--- config.mk ---
export PLATFORM = sky130hd
export DESIGN_NAME = indexed_min_heap_timer_queue
export DESIGN_NICKNAME = d
export VERILOG_FILES = /design/src/sv/imhtq_pkg.sv /design/src/sv/indexed_min_heap_timer_queue.sv /design/src/sv/imhtq_ctrl.sv /design/src/sv/imhtq_dp.sv
export SDC_FILE = /design/constraint.sdc
export NUM_CORES = 2
export LEC_CHECK = 0
export ABC_CLOCK_PERIOD_IN_PS = 9710
export BUFFER_PORTS_ARGS = -buffer_cell sky130_fd_sc_hd__buf_4
export CAP_MARGIN = 20
export CORE_MARGIN = 3
export CORE_UTILIZATION = 25
export DETAILED_ROUTE_END_ITERATION = 12
export SYNTH_ARGS = -nofsm -noshare
export SYNTH_HDL_FRONTEND = slang
export SYNTH_SLANG_ARGS = --single-unit
--- constraint.sdc ---
create_clock -name clk -period 9.71 [get_ports clk]
set_input_delay 0.4855 -clock clk [delete_from_list [all_inputs] [get_ports clk]]
set_output_delay 0.4855 -clock clk [all_outputs]
set_load 0.02 [all_outputs]
--- src/sv/imhtq_pkg.sv ---
`timescale 1ns / 1ps

package imhtq_pkg;

    // Fixed geometry of the queue
    localparam int CAPACITY     = 64;
    localparam int THREAD_COUNT = 64;
    localparam int KEY_BITS     = 31;
    localparam int TID_W        = 6;
    localparam int SLOT_AW      = 6;
    localparam int CNT_W        = 7;
    localparam int IN_W         = 40;
    localparam int OUT_W        = 48;

    typedef logic [KEY_BITS-1:0] key_t;
    typedef logic [TID_W-1:0]    tid_t;
    typedef logic [CNT_W-1:0]    cnt_t;

    // One heap slot
    typedef struct packed {
        key_t key;
        tid_t thr;
    } entry_t;

    typedef enum logic [1:0] {
        CMD_INSERT = 2'd0,
        CMD_POP    = 2'd1,
        CMD_REMOVE = 2'd2,
        CMD_PEEK   = 2'd3
    } cmd_code_t;

    typedef enum logic [2:0] {
        ST_OK      = 3'd0,
        ST_EMPTY   = 3'd1,
        ST_FULL    = 3'd2,
        ST_ABSENT  = 3'd3,
        ST_PRESENT = 3'd4
    } status_t;

    // Datapath operations issued by the controller
    typedef enum logic [3:0] {
        OP_NONE        = 4'd0,
        OP_LOAD_ERR    = 4'd1,
        OP_LOAD_INS    = 4'd2,
        OP_LOAD_TOP    = 4'd3,
        OP_LOAD_REM    = 4'd4,
        OP_READ_HOLE   = 4'd5,
        OP_TAKE_HOLE   = 4'd6,
        OP_READ_PARENT = 4'd7,
        OP_MOVE_UP     = 4'd8,
        OP_READ_KIDS   = 4'd9,
        OP_MOVE_DOWN   = 4'd10,
        OP_PLACE       = 4'd11
    } dp_op_t;

    typedef struct packed {
        dp_op_t  op;
        status_t err;
        logic    emit;
    } ctrl_cmd_t;

    typedef struct packed {
        cmd_code_t in_cmd;
        logic      present;
        logic      full;
        logic      empty;
        logic      is_peek;
        logic      hole_last;
        logic      last_less;
        logic      at_root;
        logic      up_move;
        logic      has_left;
        logic      dn_move;
    } dp_flags_t;

endpackage

--- src/sv/indexed_min_heap_timer_queue.sv ---
`timescale 1ns / 1ps

// Timer queue of sleeping threads: a binary min-heap on wakeup time with a
// position map per thread id, so a thread can be removed from any slot.
// Commands are insert, pop earliest, remove by id and peek earliest; each
// gives one result with a status, the thread and key for pop or peek, and
// the occupancy afterward. One command is in work at a time. An error
// result is loaded and emitted directly; a peek reads the root first.
// Insert climbs from a new last slot one level at a time until it reaches
// the root or a compare stops it. Pop reads the root and the last slot;
// pop and remove take the last entry into the hole and sift it up or down,
// unless the hole was the last slot. Remove first looks up the slot of the
// thread in the position map. The next command is accepted in the cycle
// after the result is loaded. Each level takes a registered read of the
// slot memory followed by a write through its single write port. A result
// waits in an output register while the next command is accepted; a command
// that finishes while that register is still full holds until it is taken.
module indexed_min_heap_timer_queue (
    input  logic        clk,
    input  logic        rst_n,
    input  logic        s_axis_tvalid,
    output logic        s_axis_tready,
    input  logic [39:0] s_axis_tdata,  // cmd[1:0], thread_id[7:2], wakeup_time[38:8]
    output logic        m_axis_tvalid,
    input  logic        m_axis_tready,
    output logic [47:0] m_axis_tdata   // status[2:0], out_thread[8:3],
                                       // out_wakeup[39:9], occupancy[46:40]
);

    imhtq_pkg::ctrl_cmd_t cmd;
    imhtq_pkg::dp_flags_t flags;

    imhtq_ctrl u_ctrl (
        .clk       (clk),
        .rst_n     (rst_n),
        .in_valid  (s_axis_tvalid),
        .in_ready  (s_axis_tready),
        .out_valid (m_axis_tvalid),
        .out_ready (m_axis_tready),
        .flags     (flags),
        .cmd       (cmd)
    );

    imhtq_dp u_dp (
        .clk      (clk),
        .rst_n    (rst_n),
        .in_data  (s_axis_tdata),
        .out_data (m_axis_tdata),
        .cmd      (cmd),
        .flags    (flags)
    );

endmodule

--- src/sv/imhtq_ctrl.sv ---
`timescale 1ns / 1ps

module imhtq_ctrl (
    input  logic                 clk,
    input  logic                 rst_n,
    input  logic                 in_valid,
    output logic                 in_ready,
    output logic                 out_valid,
    input  logic                 out_ready,
    input  imhtq_pkg::dp_flags_t flags,
    output imhtq_pkg::ctrl_cmd_t cmd
);

    typedef enum logic [7:0] {
        S_IDLE   = 8'b0000_0001,
        S_POS    = 8'b0000_0010,
        S_HOLE   = 8'b0000_0100,
        S_UP     = 8'b0000_1000,
        S_UP_CMP = 8'b0001_0000,
        S_DN     = 8'b0010_0000,
        S_DN_CMP = 8'b0100_0000,
        S_DONE   = 8'b1000_0000
    } state_t;

    state_t state_reg, state_next;
    logic   out_valid_reg, out_valid_next;

    // Sequence one command through the datapath
    always_comb
    begin
        state_next = state_reg;
        cmd.op     = imhtq_pkg::OP_NONE;
        cmd.err    = imhtq_pkg::ST_OK;
        cmd.emit   = 1'b0;
        in_ready   = (state_reg == S_IDLE);
        unique case (state_reg)
            S_IDLE:
            begin
                if (in_valid)
                begin
                    unique case (flags.in_cmd)
                        imhtq_pkg::CMD_INSERT:
                        begin
                            priority if (flags.present)
                            begin
                                cmd.op     = imhtq_pkg::OP_LOAD_ERR;
                                cmd.err    = imhtq_pkg::ST_PRESENT;
                                state_next = S_DONE;
                            end
                            else if (flags.full)
                            begin
                                cmd.op     = imhtq_pkg::OP_LOAD_ERR;
                                cmd.err    = imhtq_pkg::ST_FULL;
                                state_next = S_DONE;
                            end
                            else
                            begin
                                cmd.op     = imhtq_pkg::OP_LOAD_INS;
                                state_next = S_UP;
                            end
                        end
                        imhtq_pkg::CMD_REMOVE:
                        begin
                            if (!flags.present)
                            begin
                                cmd.op     = imhtq_pkg::OP_LOAD_ERR;
                                cmd.err    = imhtq_pkg::ST_ABSENT;
                                state_next = S_DONE;
                            end
                            else
                            begin
                                cmd.op     = imhtq_pkg::OP_LOAD_REM;
                                state_next = S_POS;
                            end
                        end
                        default:
                        begin
                            if (flags.empty)
                            begin
                                cmd.op     = imhtq_pkg::OP_LOAD_ERR;
                                cmd.err    = imhtq_pkg::ST_EMPTY;
                                state_next = S_DONE;
                            end
                            else
                            begin
                                cmd.op     = imhtq_pkg::OP_LOAD_TOP;
                                state_next = S_HOLE;
                            end
                        end
                    endcase
                end
            end
            S_POS:
            begin
                cmd.op     = imhtq_pkg::OP_READ_HOLE;
                state_next = S_HOLE;
            end
            S_HOLE:
            begin
                cmd.op = imhtq_pkg::OP_TAKE_HOLE;
                priority if (flags.is_peek || flags.hole_last)
                    state_next = S_DONE;
                else if (flags.last_less)
                    state_next = S_UP;
                else
                    state_next = S_DN;
            end
            S_UP:
            begin
                if (flags.at_root)
                begin
                    cmd.op     = imhtq_pkg::OP_PLACE;
                    state_next = S_DONE;
                end
                else
                begin
                    cmd.op     = imhtq_pkg::OP_READ_PARENT;
                    state_next = S_UP_CMP;
                end
            end
            S_UP_CMP:
            begin
                if (flags.up_move)
                begin
                    cmd.op     = imhtq_pkg::OP_MOVE_UP;
                    state_next = S_UP;
                end
                else
                begin
                    cmd.op     = imhtq_pkg::OP_PLACE;
                    state_next = S_DONE;
                end
            end
            S_DN:
            begin
                if (!flags.has_left)
                begin
                    cmd.op     = imhtq_pkg::OP_PLACE;
                    state_next = S_DONE;
                end
                else
                begin
                    cmd.op     = imhtq_pkg::OP_READ_KIDS;
                    state_next = S_DN_CMP;
                end
            end
            S_DN_CMP:
            begin
                if (flags.dn_move)
                begin
                    cmd.op     = imhtq_pkg::OP_MOVE_DOWN;
                    state_next = S_DN;
                end
                else
                begin
                    cmd.op     = imhtq_pkg::OP_PLACE;
                    state_next = S_DONE;
                end
            end
            S_DONE:
            begin
                if (!out_valid_reg || out_ready)
                begin
                    cmd.emit   = 1'b1;
                    state_next = S_IDLE;
                end
            end
            default:
            begin
                state_next = S_IDLE;
            end
        endcase
    end

    // Hold the result until it is taken
    always_comb
    begin
        priority if (cmd.emit)
            out_valid_next = 1'b1;
        else if (out_ready)
            out_valid_next = 1'b0;
        else
            out_valid_next = out_valid_reg;
    end

    always_ff @(posedge clk or negedge rst_n)
    begin
        if (!rst_n)
        begin
            state_reg     <= S_IDLE;
            out_valid_reg <= 1'b0;
        end
        else
        begin
            state_reg     <= state_next;
            out_valid_reg <= out_valid_next;
        end
    end

    assign out_valid = out_valid_reg;

endmodule

--- src/sv/imhtq_dp.sv ---
`timescale 1ns / 1ps

module imhtq_dp (
    input  logic                         clk,
    input  logic                         rst_n,
    input  logic [imhtq_pkg::IN_W-1:0]   in_data,
    output logic [imhtq_pkg::OUT_W-1:0]  out_data,
    input  imhtq_pkg::ctrl_cmd_t         cmd,
    output imhtq_pkg::dp_flags_t         flags
);

    // Heap slots and the thread position map
    imhtq_pkg::entry_t slot_mem [imhtq_pkg::CAPACITY];
    imhtq_pkg::cnt_t   pos_mem  [imhtq_pkg::THREAD_COUNT];

    logic [imhtq_pkg::THREAD_COUNT-1:0] valid_reg, valid_next;
    imhtq_pkg::cnt_t                    count_reg, count_next;

    imhtq_pkg::cmd_code_t cmd_reg;
    imhtq_pkg::tid_t      tid_reg;
    imhtq_pkg::entry_t    cur_reg;
    imhtq_pkg::cnt_t      idx_reg;
    imhtq_pkg::entry_t    rd_a_reg, rd_b_reg;
    imhtq_pkg::cnt_t      pos_rd_reg;
    imhtq_pkg::status_t   res_status_reg;
    imhtq_pkg::tid_t      res_thr_reg;
    imhtq_pkg::key_t      res_key_reg;
    logic [imhtq_pkg::OUT_W-1:0] out_data_reg;

    imhtq_pkg::cmd_code_t in_cmd;
    imhtq_pkg::tid_t      in_tid;
    imhtq_pkg::key_t      in_key;

    logic [imhtq_pkg::CNT_W:0]     left_idx, right_idx;
    imhtq_pkg::cnt_t               cnt_m1, idx_m1, parent_m1, pos_m1, left_m1;
    logic                          has_right, dn_left, dn_right;
    logic                          rd_en, slot_we, pos_we;
    logic [imhtq_pkg::SLOT_AW-1:0] addr_a, addr_b, slot_waddr;
    imhtq_pkg::entry_t             slot_wdata, child;
    imhtq_pkg::tid_t               pos_waddr;

    assign in_cmd = imhtq_pkg::cmd_code_t'(in_data[1:0]);
    assign in_tid = in_data[7:2];
    assign in_key = in_data[38:8];

    // Slot arithmetic around the current index
    assign cnt_m1    = count_reg - imhtq_pkg::CNT_W'(1);
    assign idx_m1    = idx_reg - imhtq_pkg::CNT_W'(1);
    assign parent_m1 = (idx_reg >> 1) - imhtq_pkg::CNT_W'(1);
    assign pos_m1    = pos_rd_reg - imhtq_pkg::CNT_W'(1);
    assign left_idx  = {idx_reg, 1'b0};
    assign right_idx = {idx_reg, 1'b1};
    assign left_m1   = imhtq_pkg::CNT_W'(left_idx - (imhtq_pkg::CNT_W + 1)'(1));
    assign has_right = right_idx <= {1'b0, count_reg};

    // Pick the smaller child, left on a tie
    assign dn_left  = (rd_a_reg.key < cur_reg.key) &&
                      (!has_right || rd_a_reg.key <= rd_b_reg.key);
    assign dn_right = has_right && (rd_b_reg.key < cur_reg.key) &&
                      (rd_b_reg.key <= rd_a_reg.key);
    assign child    = dn_left ? rd_a_reg : rd_b_reg;

    always_comb
    begin
        flags.in_cmd    = in_cmd;
        flags.present   = valid_reg[in_tid];
        flags.full      = (count_reg == imhtq_pkg::CNT_W'(imhtq_pkg::CAPACITY));
        flags.empty     = (count_reg == '0);
        flags.is_peek   = (cmd_reg == imhtq_pkg::CMD_PEEK);
        flags.hole_last = (idx_reg == count_reg);
        flags.last_less = (rd_b_reg.key < rd_a_reg.key);
        flags.at_root   = (idx_reg == imhtq_pkg::CNT_W'(1));
        flags.up_move   = (rd_a_reg.key > cur_reg.key);
        flags.has_left  = left_idx <= {1'b0, count_reg};
        flags.dn_move   = dn_left || dn_right;
    end

    // Memory addressing and writes for each operation
    always_comb
    begin
        rd_en      = 1'b0;
        addr_a     = idx_m1[imhtq_pkg::SLOT_AW-1:0];
        addr_b     = cnt_m1[imhtq_pkg::SLOT_AW-1:0];
        slot_we    = 1'b0;
        slot_waddr = idx_m1[imhtq_pkg::SLOT_AW-1:0];
        slot_wdata = cur_reg;
        pos_we     = 1'b0;
        pos_waddr  = cur_reg.thr;
        valid_next = valid_reg;
        count_next = count_reg;
        unique case (cmd.op)
            imhtq_pkg::OP_LOAD_INS:
            begin
                count_next = count_reg + imhtq_pkg::CNT_W'(1);
            end
            imhtq_pkg::OP_LOAD_TOP:
            begin
                rd_en  = 1'b1;
                addr_a = '0;
            end
            imhtq_pkg::OP_READ_HOLE:
            begin
                rd_en               = 1'b1;
                addr_a              = pos_m1[imhtq_pkg::SLOT_AW-1:0];
                valid_next[tid_reg] = 1'b0;
            end
            imhtq_pkg::OP_TAKE_HOLE:
            begin
                if (cmd_reg != imhtq_pkg::CMD_PEEK)
                    count_next = cnt_m1;
                if (cmd_reg == imhtq_pkg::CMD_POP)
                    valid_next[rd_a_reg.thr] = 1'b0;
            end
            imhtq_pkg::OP_READ_PARENT:
            begin
                rd_en  = 1'b1;
                addr_a = parent_m1[imhtq_pkg::SLOT_AW-1:0];
            end
            imhtq_pkg::OP_READ_KIDS:
            begin
                rd_en  = 1'b1;
                addr_a = left_m1[imhtq_pkg::SLOT_AW-1:0];
                addr_b = left_idx[imhtq_pkg::SLOT_AW-1:0];
            end
            imhtq_pkg::OP_MOVE_UP:
            begin
                slot_we    = 1'b1;
                slot_wdata = rd_a_reg;
                pos_we     = 1'b1;
                pos_waddr  = rd_a_reg.thr;
            end
            imhtq_pkg::OP_MOVE_DOWN:
            begin
                slot_we    = 1'b1;
                slot_wdata = child;
                pos_we     = 1'b1;
                pos_waddr  = child.thr;
            end
            imhtq_pkg::OP_PLACE:
            begin
                slot_we                  = 1'b1;
                pos_we                   = 1'b1;
                valid_next[cur_reg.thr]  = 1'b1;
            end
            default:
            begin
                rd_en = 1'b0;
            end
        endcase
    end

    always_ff @(posedge clk)
    begin
        if (slot_we)
            slot_mem[slot_waddr] <= slot_wdata;
        if (rd_en)
        begin
            rd_a_reg <= slot_mem[addr_a];
            rd_b_reg <= slot_mem[addr_b];
        end
    end

    always_ff @(posedge clk)
    begin
        if (pos_we)
            pos_mem[pos_waddr] <= idx_reg;
        if (cmd.op == imhtq_pkg::OP_LOAD_REM)
            pos_rd_reg <= pos_mem[in_tid];
    end

    always_ff @(posedge clk or negedge rst_n)
    begin
        if (!rst_n)
        begin
            valid_reg <= '0;
            count_reg <= '0;
        end
        else
        begin
            valid_reg <= valid_next;
            count_reg <= count_next;
        end
    end

    // Working registers and the result
    always_ff @(posedge clk)
    begin
        unique case (cmd.op)
            imhtq_pkg::OP_LOAD_ERR, imhtq_pkg::OP_LOAD_INS,
            imhtq_pkg::OP_LOAD_TOP, imhtq_pkg::OP_LOAD_REM:
            begin
                cmd_reg        <= in_cmd;
                tid_reg        <= in_tid;
                cur_reg.key    <= in_key;
                cur_reg.thr    <= in_tid;
                res_status_reg <= cmd.err;
                res_thr_reg    <= '0;
                res_key_reg    <= '0;
                if (cmd.op == imhtq_pkg::OP_LOAD_INS)
                    idx_reg <= count_reg + imhtq_pkg::CNT_W'(1);
                else
                    idx_reg <= imhtq_pkg::CNT_W'(1);
            end
            imhtq_pkg::OP_READ_HOLE:
            begin
                idx_reg <= pos_rd_reg;
            end
            imhtq_pkg::OP_TAKE_HOLE:
            begin
                cur_reg <= rd_b_reg;
                if (cmd_reg != imhtq_pkg::CMD_REMOVE)
                begin
                    res_thr_reg <= rd_a_reg.thr;
                    res_key_reg <= rd_a_reg.key;
                end
            end
            imhtq_pkg::OP_MOVE_UP:
            begin
                idx_reg <= idx_reg >> 1;
            end
            imhtq_pkg::OP_MOVE_DOWN:
            begin
                idx_reg <= dn_left ? left_idx[imhtq_pkg::CNT_W-1:0]
                                   : right_idx[imhtq_pkg::CNT_W-1:0];
            end
            default:
            begin
                idx_reg <= idx_reg;
            end
        endcase
        if (cmd.emit)
            out_data_reg <= {1'b0, count_reg, res_key_reg, res_thr_reg, res_status_reg};
    end

    assign out_data = out_data_reg;

endmodule

==> flow_summary.toml <==
[grt]
antenna_found_initial = 17
grt_pass1_wl_um = 759000
track_usage = 0.165
grt_max_degree = 130
grt_pass1_vias = 102205
gr-total-overflow = 0

[sta]
setup_viol_count_final = 0
fin_worst_skew_ns = 0.123
tightestPinTransition_ns = 1.21
rsz0062_at_grt = "false"
report.final.hold_viol_count = 0
timing.fmax_mhz = 114
max_slew_margin = 0.191
fin_crit_ns = 8.77
drv_slew = 0
fin_crit_sh = 0.903
hold_slack_ns = 0.125
tns_ns = 0

[worst_setup_path]
reg2regPathDepth = 18
worstSetupEndpointType = "register"
endpoint = "u_dp.rd_a_reg[15]"
reg2reg_from = "u_dp.rd_a_reg[12]"
path_buf_inv = 4
crit_chain = "inv_1 -> ha_1 -> nand4_1 -> a21oi_1 -> o31a_1 -> o21ai_0 -> nand4_1 -> o31ai_1 -> or3_4 -> o21ai_4 -> nor2_4 -> buf_12 -> buf_12 -> buf_12 -> mux2i_1 -> o22ai_1 -> o41ai_1 -> nand4_1"
r2r-end = "u_dp.rd_a_reg[15]"
slowest_stage = "o41ai_1"
path_depth = 18
criticalPathCategory = "reg -> reg"
crit_path_max_incr_delay_ns = 0.99
crit_family = "compound AO/OA/AOI/OAI gates"
critPathLaunchType = "register"
crit_start = "u_dp.rd_a_reg[12]"
cp.arrival_ns = 9.23
crit_required_ns = 10.17
reg2reg_slack_ns = 0.94
cp_max_fo = 56

[clock_tree]
clk_latency_ns = 0.96
clockBufferDepth = 4
cts_tree = "done"
cts-root-buf = "clkbuf_16"
cts_inserted_buffers = 323
h-tree-depth = 5
cts_resized = 0
cts.clk_slew.worst_paths_ns = 0.06
cts_sinks = 3116

[floorplanning]
die_x_um = 787
rows = 286
die-area_um2 = 619000
start_util = 0.251
ios = 94
core-area_um2 = 607000
die_h_um = 787

[logic_synthesis]
synth.area.top_cells = "edfxtp_1, mux2i_1, mux4_2"
syn-cell-area_um2 = 152000
synthFlopType = "edfxtp_1"
async_flop_share = 0.0257
ys_seq_area_frac = 0.611
syn_inst = 10760
syn_nets = 10908
synth_top_area_frac = 0.598
synth_top_area_cell = "edfxtp_1"
synth_edf_count = 3036
avgSynthCellArea_um2 = 14.2
ys_seq_elements = 3116
yosys_warnings = 0
yosys.cell_types.count = 92

[run]
max_cap_violations = 0

[finish]
multi_input_area_um2 = 56200
nets = 10896
fill_cells = 60520
largest_reg_flops = 2368
drive_gt1_frac = 0.167
regArea_um2 = 93200
area_delta_synth_final_pct = 14.9
fin_cells = 19071

[run_status]
status = "complete, no violations"

[drt]
first_iter_violations = 14535
dr.pass1.iters = 7
via_per_inst = 5.54
drc = 0
totalWireLength_um = 539000
ant_nets = 0
vias = 105719
wl_per_cell_um = 28.3

[worst_hold_path]
holdPathStages = 1
hp-class = "in -> reg"

[pwr]
power.leakage_uw = 0.0621
p_per_area_nw_per_um2 = 290
max-vdd-ir-drop_mv = 0.319

[place]
placed_cells = 18447
io_buffers = 91
place.gp.congestion = 0.905
dp_hpwl_um = 329000
==> worst min path at each step <==
| stage | from | to |
|---|---|---|
| after floorplan | rst_n | u_ctrl.out_valid |
| after global placement | rst_n | u_dp.valid_reg[25] |
| after detailed placement | rst_n | u_dp.valid_reg[25] |
| after CTS | s_axis_tdata[5] | u_dp.tid_reg[3] |
| after global routing | s_axis_tdata[5] | u_dp.tid_reg[3] |
| final | s_axis_tdata[5] | u_dp.tid_reg[3] |
==> routing by layer <==
metal	track usage	wire length (um)
met5	0.000154	66
met4	0.0887	32900
met3	0.0286	53500
met2	0.255	241000
met1	0.221	212000
==> cells in the mapped netlist, types with 180 or more instances <==
cell type  instances
clkbuf_1         492
mux4_2           525
nand2_1          686
edfxtp_1        3036
and3_1           180
mux2i_1         1374
a211oi_1         349
nor2_1           357
a21oi_1          356
nand3_1          305
buf_2            285
o21ai_0          433
o22ai_1          584
==> worst reg2reg max path, cell delays in order (launching register included) <==
cell and delay, ns:
edfxtp_1 0.83, inv_1 0.16, ha_1 0.33, nand4_1 0.12, a21oi_1 0.06, o31a_1 0.32, o21ai_0 0.65, nand4_1 0.45
o31ai_1 0.88, or3_4 0.65, o21ai_4 0.16, nor2_4 0.57, buf_12 0.26, buf_12 0.36, buf_12 0.49, mux2i_1 0.31
o22ai_1 0.12, o41ai_1 0.99, nand4_1 0.64
==> placed cells by master (no fill, tap or decap), types with 64 or more instances in the layout <==
cell,n
mux4_2,525
nand4_1,76
o22ai_1,584
edfxtp_1,3036
inv_1,88
clkinv_2,64
nor2_1,285
nor2b_1,96
a21oi_1,353
and3_1,179
nand3_1,302
clkbuf_1,68
a31oi_1,67
a211oi_1,349
o41ai_1,97
o211ai_1,68
dfrtp_1,78
nor3_1,74
clkbuf_16,331
o21ai_0,400
mux2i_1,1374
nand2_1,683
o31ai_1,76
buf_4,474
mux2_2,123
ha_1,103
nor2_4,71
==> layout make-up <==
type,count,share of cell area
antenna,8,0.000114
clock buffer,399,0.0487
clock inverter,177,0.00904
inverter,93,0.00204
multi-input combinational,6635,0.321
sequential,3116,0.532
tap,8064,0.0576
timing repair buffer,579,0.0299
==> logic make-up (layout without fill, tap and decap cells) <==
| kind of cell | count (synthesis) | count (layout) | share of synthesized area |
|---|---|---|---|
| compound gates | 2447 | 2447 | 0.107 |
| xor+xnor | 35 | 35 | 0.00201 |
| fa+ha+maj | 104 | 104 | 0.00854 |
| buf+inv | 1009 | 1248 | 0.0288 |
| flops | 3116 | 3116 | 0.611 |
| mux | 2049 | 2049 | 0.179 |
| other cells | 1 | 9 | 0.0000246 |
| simple gates | 1999 | 1999 | 0.0633 |
==> per-stage QoR <==
stage	power (uW)	utilization	worst slack [ns]	area, um^2
2_1_floorplan	29300	-	1.41	152000
3_3_place_gp	38200	0.271	1.28	165000
3_5_place_dp	38300	0.271	1.30	165000
4_1_cts	50500	0.288	1.29	175000
5_1_grt	52200	0.288	0.886	175000
6_report	50800	0.288	0.939	175000
==> report_power, final <==
part / switching (uW) / internal, uW / total, uW
Clock: 5410 / 6850 / 12300
Sequential: 328 / 16200 / 16500
Combinational: 14800 / 7100 / 21900
==> timing repair <==
item / CTS / global route
hold endpoints to repair: 84 / 0
hold buffers: 39 / 0
buffers inserted: 0 / 0
Power figures use the tool's default switching activity.
